[config.mk]
export PLATFORM = sky130hd
export DESIGN_NAME = fuzzy_centroid_accumulator
export DESIGN_NICKNAME = d
export VERILOG_FILES = /design/src/rtl/core/fca_pkg.sv /design/src/rtl/core/fuzzy_centroid_accumulator.sv
export SDC_FILE = /design/constraint.sdc
export NUM_CORES = 2
export LEC_CHECK = 0
export BUFFER_PORTS_ARGS = -buffer_cell sky130_fd_sc_hd__buf_4
export CORE_MARGIN = 4
export CORE_UTILIZATION = 40
export DETAILED_ROUTE_END_ITERATION = 8
export MAX_ROUTING_LAYER = met4
export PLACE_DENSITY = 0.59
export SYNTH_ARGS = -nofsm -noshare
export SYNTH_HDL_FRONTEND = slang
export SYNTH_SLANG_ARGS = --single-unit
[constraint.sdc]
create_clock -name clk -period 12.4 [get_ports clk]
set_input_delay 1.86 -clock clk [delete_from_list [all_inputs] [get_ports clk]]
set_output_delay 1.86 -clock clk [all_outputs]
set_load 0.02 [all_outputs]
[src/rtl/core/fca_pkg.sv]
`timescale 1ns / 1ps
`default_nettype none

package fca_pkg;

    // stream widths
    localparam int S_TDATA_W = 72;
    localparam int S_TUSER_W = 1;
    localparam int M_TDATA_W = 48;
    localparam int M_TUSER_W = 1;

    // serial divider
    localparam int DIV_CNT_W      = 6;
    localparam int DIV_FULL_STEPS = 34;  // diff*mass / total mass

    // ceil(2^17 / 3); x * SKEW_RECIP >> 17 == x / 3 for any 16-bit x
    localparam logic [16:0] SKEW_RECIP = 17'd43691;

    typedef logic signed [15:0] point_t;
    typedef logic        [16:0] strength_t;
    typedef logic        [31:0] mass_t;
    typedef logic signed [16:0] acc_value_t;

endpackage

`default_nettype wire

[src/rtl/core/fuzzy_centroid_accumulator.sv]
`timescale 1ns / 1ps
`default_nettype none

// An ordered term runs order check, mass and skew products, skew quotient, centroid and diff,
// diff*mass product, the 34-step run of the restoring divider, update and hand-off; a zero
// total mass skips the divide and update, and a rejected term goes from check to hand-off.
// A new term is taken only after the last one is handed off; s_tready is high only between terms.
// A stalled result beat holds the sequencer in the hand-off step until the output frees.
// Reset (rst_n low, asynchronous): accumulated value and mass go to zero, no result pending.
module fuzzy_centroid_accumulator
(
    input  wire                           clk,
    input  wire                           rst_n,
    input  wire                           s_tvalid,
    output logic                          s_tready,
    // [15:0] left_point, [31:16] peak_point, [47:32] right_point,
    // [64:48] strength, [71:65] zero
    input  wire  [fca_pkg::S_TDATA_W-1:0] s_tdata,
    // [0] first_term
    input  wire  [fca_pkg::S_TUSER_W-1:0] s_tuser,
    output logic                          m_tvalid,
    input  wire                           m_tready,
    // [15:0] centroid, [47:16] total_mass
    output logic [fca_pkg::M_TDATA_W-1:0] m_tdata,
    // [0] term_rejected
    output logic [fca_pkg::M_TUSER_W-1:0] m_tuser
);
    import fca_pkg::*;

    // Sequencer. One 18x18 signed multiplier is shared by the mass, skew,
    // skew quotient and diff*mass steps of a term, beside one restoring
    // divider (one quotient bit per cycle). The divide by 3 of the skew
    // term goes through the multiplier as a reciprocal product.
    localparam logic [3:0] S_IDLE    = 4'd0;
    localparam logic [3:0] S_CHECK   = 4'd1;   // order check, first-term clear
    localparam logic [3:0] S_MASS    = 4'd2;   // prod = strength * base
    localparam logic [3:0] S_SKEW    = 4'd3;   // mass = prod >> 17; prod = strength * skew
    localparam logic [3:0] S_SKEW_Q  = 4'd4;   // skew quotient = ((|prod| >> 17) * recip) >> 17
    localparam logic [3:0] S_DIFF    = 4'd6;   // centroid, diff, mass total
    localparam logic [3:0] S_PROD    = 4'd7;   // prod = diff * mass
    localparam logic [3:0] S_DIVB_LD = 4'd8;   // load |prod| / total mass
    localparam logic [3:0] S_DIVB    = 4'd9;
    localparam logic [3:0] S_UPD     = 4'd10;  // fold quotient into value, saturate
    localparam logic [3:0] S_OUT     = 4'd11;  // hand result to output register

    // control state
    logic [3:0]           state_reg, state_next;
    logic [DIV_CNT_W-1:0] cnt_reg, cnt_next;
    logic                 m_tvalid_reg, m_tvalid_next;
    acc_value_t           acc_value_reg, acc_value_next;
    mass_t                acc_mass_reg, acc_mass_next;

    // payload
    logic                 first_reg, first_next;
    point_t               left_reg, left_next;
    point_t               peak_reg, peak_next;
    point_t               right_reg, right_next;
    strength_t            str_reg, str_next;
    logic signed [35:0]   prod_reg, prod_next;
    logic [15:0]          mass_reg, mass_next;
    logic signed [17:0]   diff_reg, diff_next;
    logic                 neg_reg, neg_next;
    logic [31:0]          rem_reg, rem_next;
    logic [33:0]          quo_reg, quo_next;
    logic [31:0]          dvs_reg, dvs_next;
    logic                 rej_reg, rej_next;
    logic [15:0]          out_cen_reg, out_cen_next;
    mass_t                out_mass_reg, out_mass_next;
    logic                 out_rej_reg, out_rej_next;

    // datapath
    logic                 rejected_w;
    logic [16:0]          base_full_w;
    logic [15:0]          base_w;
    logic signed [17:0]   skew_w;
    logic signed [16:0]   sum_w;
    logic signed [16:0]   half_w;
    logic signed [17:0]   mul_a;
    logic signed [17:0]   mul_b;
    logic signed [35:0]   mul_p;
    logic [35:0]          prod_mag;
    logic [32:0]          part_w;
    logic [33:0]          trial_w;
    logic                 ge_w;
    logic signed [18:0]   qa_w;
    logic signed [18:0]   cen_w;
    logic signed [18:0]   diff_w;
    logic [31:0]          mass_sum_w;
    logic signed [35:0]   qb_w;
    logic signed [35:0]   upd_w;
    logic [15:0]          cen_sat_w;
    logic                 out_free;

    assign s_tready = (state_reg == S_IDLE);
    assign m_tvalid = m_tvalid_reg;
    assign m_tdata  = {out_mass_reg, out_cen_reg};
    assign m_tuser  = out_rej_reg;
    assign out_free = !m_tvalid_reg || m_tready;

    // triangle geometry
    assign rejected_w  = (left_reg > peak_reg) || (peak_reg > right_reg);
    assign base_full_w = 17'({right_reg[15], right_reg} - {left_reg[15], left_reg});
    assign base_w      = base_full_w[15:0];
    assign skew_w      = 18'({peak_reg[15], peak_reg, 1'b0} - {{2{right_reg[15]}}, right_reg}
                             - {{2{left_reg[15]}}, left_reg});
    assign sum_w       = 17'({left_reg[15], left_reg} + {right_reg[15], right_reg});
    // (left + right) / 2 rounded toward zero
    assign half_w      = (sum_w + $signed({16'd0, sum_w[16]})) >>> 1;

    // shared multiplier
    always_comb
    begin
        case (state_reg)
            S_MASS:
            begin
                mul_a = {1'b0, str_reg};
                mul_b = {2'b00, base_w};
            end
            S_SKEW:
            begin
                mul_a = {1'b0, str_reg};
                mul_b = skew_w;
            end
            S_SKEW_Q:
            begin
                mul_a = {2'b00, prod_mag[32:17]};
                mul_b = {1'b0, SKEW_RECIP};
            end
            S_PROD:
            begin
                mul_a = diff_reg;
                mul_b = {2'b00, mass_reg};
            end
            default:
            begin
                mul_a = '0;
                mul_b = '0;
            end
        endcase
    end

    assign mul_p    = mul_a * mul_b;
    assign prod_mag = prod_reg[35] ? 36'(-prod_reg) : 36'(prod_reg);

    // one restoring divide step
    assign part_w  = {rem_reg, quo_reg[33]};
    assign trial_w = {1'b0, part_w} - {2'b00, dvs_reg};
    assign ge_w    = !trial_w[33];

    // term centroid and its distance from the running value
    assign qa_w       = neg_reg ? -{3'd0, quo_reg[15:0]} : {3'd0, quo_reg[15:0]};
    assign cen_w      = {{2{half_w[16]}}, half_w} + qa_w;
    assign diff_w     = cen_w - {{2{acc_value_reg[16]}}, acc_value_reg};
    assign mass_sum_w = acc_mass_reg + {16'd0, mass_reg};

    // mass-weighted update
    assign qb_w  = neg_reg ? -{2'b00, quo_reg} : {2'b00, quo_reg};
    assign upd_w = {{19{acc_value_reg[16]}}, acc_value_reg} + qb_w;

    always_comb
    begin
        if (acc_value_reg > 17'sd32767)
            cen_sat_w = 16'h7FFF;
        else if (acc_value_reg < -17'sd32768)
            cen_sat_w = 16'h8000;
        else
            cen_sat_w = acc_value_reg[15:0];
    end

    always_comb
    begin
        state_next     = state_reg;
        cnt_next       = cnt_reg;
        m_tvalid_next  = m_tvalid_reg;
        acc_value_next = acc_value_reg;
        acc_mass_next  = acc_mass_reg;
        first_next     = first_reg;
        left_next      = left_reg;
        peak_next      = peak_reg;
        right_next     = right_reg;
        str_next       = str_reg;
        prod_next      = prod_reg;
        mass_next      = mass_reg;
        diff_next      = diff_reg;
        neg_next       = neg_reg;
        rem_next       = rem_reg;
        quo_next       = quo_reg;
        dvs_next       = dvs_reg;
        rej_next       = rej_reg;
        out_cen_next   = out_cen_reg;
        out_mass_next  = out_mass_reg;
        out_rej_next   = out_rej_reg;

        if (m_tvalid_reg && m_tready)
            m_tvalid_next = 1'b0;

        case (state_reg)
            S_IDLE:
            begin
                if (s_tvalid)
                begin
                    first_next = s_tuser[0];
                    left_next  = s_tdata[15:0];
                    peak_next  = s_tdata[31:16];
                    right_next = s_tdata[47:32];
                    str_next   = s_tdata[64:48];
                    state_next = S_CHECK;
                end
            end
            S_CHECK:
            begin
                rej_next = rejected_w;
                if (rejected_w)
                    state_next = S_OUT;
                else
                begin
                    if (first_reg)
                    begin
                        acc_value_next = '0;
                        acc_mass_next  = '0;
                    end
                    state_next = S_MASS;
                end
            end
            S_MASS:
            begin
                prod_next  = mul_p;
                state_next = S_SKEW;
            end
            S_SKEW:
            begin
                // strength * base is non-negative and below 2^33
                mass_next  = prod_reg[32:17];
                prod_next  = mul_p;
                state_next = S_SKEW_Q;
            end
            S_SKEW_Q:
            begin
                // floor(|p| / (3 << 17)) == floor((|p| >> 17) / 3); quotient lands in quo[15:0]
                neg_next   = prod_reg[35];
                quo_next   = {18'd0, mul_p[32:17]};
                state_next = S_DIFF;
            end
            S_DIVB:
            begin
                rem_next = ge_w ? trial_w[31:0] : part_w[31:0];
                quo_next = {quo_reg[32:0], ge_w};
                cnt_next = cnt_reg - 1'b1;
                if (cnt_reg == DIV_CNT_W'(1))
                    state_next = S_UPD;
            end
            S_DIFF:
            begin
                diff_next     = diff_w[17:0];
                acc_mass_next = mass_sum_w;
                state_next    = S_PROD;
            end
            S_PROD:
            begin
                prod_next  = mul_p;
                state_next = S_DIVB_LD;
            end
            S_DIVB_LD:
            begin
                if (acc_mass_reg == '0)
                    state_next = S_OUT;
                else
                begin
                    neg_next   = prod_reg[35];
                    rem_next   = '0;
                    quo_next   = prod_mag[33:0];
                    dvs_next   = acc_mass_reg;
                    cnt_next   = DIV_CNT_W'(DIV_FULL_STEPS);
                    state_next = S_DIVB;
                end
            end
            S_UPD:
            begin
                if (upd_w > 36'sd65535)
                    acc_value_next = 17'sd65535;
                else if (upd_w < -36'sd65536)
                    acc_value_next = -17'sd65536;
                else
                    acc_value_next = upd_w[16:0];
                state_next = S_OUT;
            end
            S_OUT:
            begin
                if (out_free)
                begin
                    out_cen_next  = cen_sat_w;
                    out_mass_next = acc_mass_reg;
                    out_rej_next  = rej_reg;
                    m_tvalid_next = 1'b1;
                    state_next    = S_IDLE;
                end
            end
            default:
            begin
                state_next = S_IDLE;
            end
        endcase
    end

    always_ff @(posedge clk or negedge rst_n)
    begin
        if (!rst_n)
        begin
            state_reg     <= S_IDLE;
            cnt_reg       <= '0;
            m_tvalid_reg  <= 1'b0;
            acc_value_reg <= '0;
            acc_mass_reg  <= '0;
        end
        else
        begin
            state_reg     <= state_next;
            cnt_reg       <= cnt_next;
            m_tvalid_reg  <= m_tvalid_next;
            acc_value_reg <= acc_value_next;
            acc_mass_reg  <= acc_mass_next;
        end
    end

    always_ff @(posedge clk)
    begin
        first_reg    <= first_next;
        left_reg     <= left_next;
        peak_reg     <= peak_next;
        right_reg    <= right_next;
        str_reg      <= str_next;
        prod_reg     <= prod_next;
        mass_reg     <= mass_next;
        diff_reg     <= diff_next;
        neg_reg      <= neg_next;
        rem_reg      <= rem_next;
        quo_reg      <= quo_next;
        dvs_reg      <= dvs_next;
        rej_reg      <= rej_next;
        out_cen_reg  <= out_cen_next;
        out_mass_reg <= out_mass_next;
        out_rej_reg  <= out_rej_next;
    end

    // a taken beat closes the input until the term is done
    a_busy_after_accept: assert property (@(posedge clk) disable iff (!rst_n)
        s_tvalid && s_tready |=> !s_tready)
        else $error("input open right after an accepted beat");

    // a result beat only appears from the output hand-off step
    a_result_source: assert property (@(posedge clk) disable iff (!rst_n)
        $rose(m_tvalid) |-> $past(state_reg == S_OUT))
        else $error("result beat raised outside hand-off");

    // divider never runs with an empty step count
    a_div_count: assert property (@(posedge clk) disable iff (!rst_n)
        (state_reg == S_DIVB) |-> cnt_reg != '0)
        else $error("divider running with zero count");

    // a rejected term leaves the accumulator alone
    a_reject_keeps_state: assert property (@(posedge clk) disable iff (!rst_n)
        state_reg == S_CHECK && rejected_w
        |=> $stable(acc_mass_reg) && $stable(acc_value_reg) && state_reg == S_OUT)
        else $error("rejected term changed the accumulator");

endmodule

`default_nettype wire

==> impl_metrics.ini <==
[synthesis]
ys_types = 81
synth_edf_count = 284
synth_largest_area_cell = edfxtp_1
postSynth.asyncResetShare_pct = 17.44
synth_common_cells = inv_1 (567), nand2_1 (380), fa_1 (367)
ys.flop_type = edfxtp_1
syn_area_per_cell_sq_um = 9.682
postSynthCellCount = 3619
ys_seq_area_share_pct = 28.63
yosysMostFrequentCell = inv_1
synth_area_sq_um = 35040
synth_warnings = 0
synth.area.top_cells = edfxtp_1 (24%), fa_1 (21%), ha_1 (11%)
syn_nets = 4358
synth_top_area_share_pct = 24.34
ys_ff_latch = 344

[timing]
fin_crit_sh_pct = 88.14
setup_viol = 0
setup_tns_ps = 0
hold_viol_final = 0
hold_ws_ps = 449.5
skew_ps = 25.26
tightest_slew_ps = 1255
min_period_ps = 10930
slew_viol_final = 0
slew_headroom_pct = 16.04
fmaxAchievable_ghz = 0.09149
rsz0062_at_grt = false

[cts]
cts-root-buf = clkbuf_16
clk_latency_ps = 570
cts_tree = yes
cts_setup_buffers = 0
hold_buffers = 0
cts_buffer_depth = 3
numCtsBuffers = 39
htree_levels = 2
cts_sinks = 344
cts_resized = 0
path_clk_slew_ps = 60

[setup_path]
start_kind = flop
worstPathRequired_ps = 12680
crit_top_cell = fa_1
crit_slowest_cell = nand3b_1
crit_arrival_ps = 11210
reg2reg_depth = 37
slowest_delay_ps = 680
ff2ff_setup_slack_ps = 1470
critPathMaxFanout = 17
timing.rr.end = prod_reg[35]$_DFFE_PP_
worst-path-buf-inv = 4
timing.rr.start = left_reg[2]$_DFFE_PP_
path_class = reg -> reg
crit_path_end_kind = flop
crit_family = adder cells

[drt]
first_iter_violations = 1875
wirelength_um = 94790
antenna_left = 0
wl_per_cell_um = 19.30
vias_per_cell = 5.307
dr_total_vias = 26070
drc = 0
drt_pass1_iterations = 6

[placement]
numPortBuffers = 120
dp_hpwl_um = 75630
dp.cells = 4842
place_area_sq_um = 37420
gp_congestion = 0.9106

[pwr]
power_density_nw_per_um2 = 61.96
total_leakage_power_uw = 0.01748
total_power_uw = 2393
ir_drop_mv = 0.08765

[global_route]
grt-ovfl-total = 0
grt_use_total_pct = 21.21
grt_max_degree = 67
antenna_found_initial = 2
grt_pass1_vias = 26300
grt_pass1_wl_um = 151100

[die]
initial_core_util_pct = 40.32
dieArea_sq_um = 92390
die_w_um = 304.0
coreArea_sq_um = 86890
io_pins = 128
rows = 108
die_h_um = 304.0

[finish]
diodes = 0
layout.cells.non_filler = 4912
drive_above_1_share_pct = 7.346
fin_nets = 4467
fillers = 8401
stdcell_area_sq_um = 38630
largest_reg_flops = 35
area_growth_pct = 10.25

[hold_path]
min_from = rej_reg$_DFFE_PN_
hp-class = reg -> reg
hold_depth = 0
hold_path_end = m_tuser$_DFFE_PP_

[flow_run]
cap_violations = 0

[run_status]
status = finished clean
==> per-stage QoR <==
stage	utilization, %	setup WS [ps]
after floorplan	-	3054
after global placement	43.06	1594
after detailed placement	43.06	1534
after CTS	44.46	1481
after global routing	44.46	795.6
final	44.46	1470
==> power breakdown <==
part	switching (uW)	internal [uW]	total, uW
logic	11.8	14.5	26.2
clock network	491	637	1130
registers	0.0000000000000162	1240	1240
total	503	1890	2390
==> per-layer routing <==
layer / vias up / global-route usage [%] / share of wire [%]
li1: 12350 / - / -
met3: 99 / 2.832 / 5.9
met5: - / - / 0
met4: 0 / 4.435 / 2.1
met2: 654 / 33.17 / 46
met1: 12970 / 29.76 / 46
==> kinds of logic (layout without fill, tap and decap cells) <==
logic type | count (synthesis) | count (layout) | share of synthesized area (%)
AOI/OAI and AO/OA | 674 | 674 | 12.56
xor gates and xnor gates | 255 | 255 | 6.396
adders and majority gates | 664 | 664 | 31.56
buffers and inverters | 671 | 809 | 7.267
DFF | 344 | 344 | 28.63
muxes | 7 | 7 | 0.2143
other | 1 | 1 | 0.01070
and+or+nand+nor | 1003 | 1003 | 13.37
==> how the worst max path moves through the flow <==
stage / slack (ps) / cells after the start / to / startpoint
4_1_cts: 1480 / 37 / prod_reg[35]$_DFFE_PP_ / left_reg[2]$_DFFE_PP_
2_1_floorplan: 3050 / 37 / quo_reg[14]$_DFFE_PP_ / left_reg[1]$_DFFE_PP_
3_5_place_dp: 1530 / 37 / prod_reg[35]$_DFFE_PP_ / left_reg[2]$_DFFE_PP_
5_1_grt: 800 / 36 / prod_reg[35]$_DFFE_PP_ / left_reg[2]$_DFFE_PP_
6_report: 1470 / 37 / prod_reg[35]$_DFFE_PP_ / left_reg[2]$_DFFE_PP_
3_3_place_gp: 1590 / 36 / prod_reg[35]$_DFFE_PP_ / left_reg[2]$_DFFE_PP_
==> cell usage in the layout, fill, tap and decap left out, types with 25 or more instances in the layout <==
| cell | count |
|---|---|
| nor3_1 | 45 |
| xor2_1 | 84 |
| nor4_1 | 28 |
| and2_1 | 63 |
| inv_1 | 566 |
| o21a_1 | 30 |
| a221o_1 | 28 |
| xnor2_1 | 170 |
| nand3_1 | 67 |
| o21ai_0 | 156 |
| edfxtp_1 | 284 |
| nor2_1 | 221 |
| buf_4 | 170 |
| clkbuf_16 | 39 |
| nand2_1 | 380 |
| fa_1 | 367 |
| a21oi_1 | 183 |
| nand2b_1 | 47 |
| nand4_1 | 30 |
| o31ai_1 | 25 |
| ha_1 | 295 |
| or3_1 | 28 |
| dfrtp_1 | 60 |
| a21o_1 | 65 |
| nor2b_1 | 35 |
| a22oi_1 | 27 |
==> worst reg2reg max path: cells and delay by family, from the launching register on <==
kind            cells  cell delay (ps)
buf+inv             4              300
flops               1              420
xor+xnor            1              140
fa+ha+maj           9             4260
simple gates        7             1670
compound gates     16             3840
==> layout make-up <==
| class | instances | area, sq um | area share (%) |
|---|---|---|---|
| inverters | 569 | 2136 | 5.529 |
| multi-input cells | 2604 | 22530 | 58.32 |
| flip-flops and latches | 344 | 10030 | 25.96 |
| clock buffers | 49 | 1033 | 2.675 |
| well taps | 1155 | 1445 | 3.741 |
| repair buffers | 170 | 1276 | 3.304 |
| clock inverters | 21 | 178.9 | 0.4632 |
(Power assumes the default switching activity.)
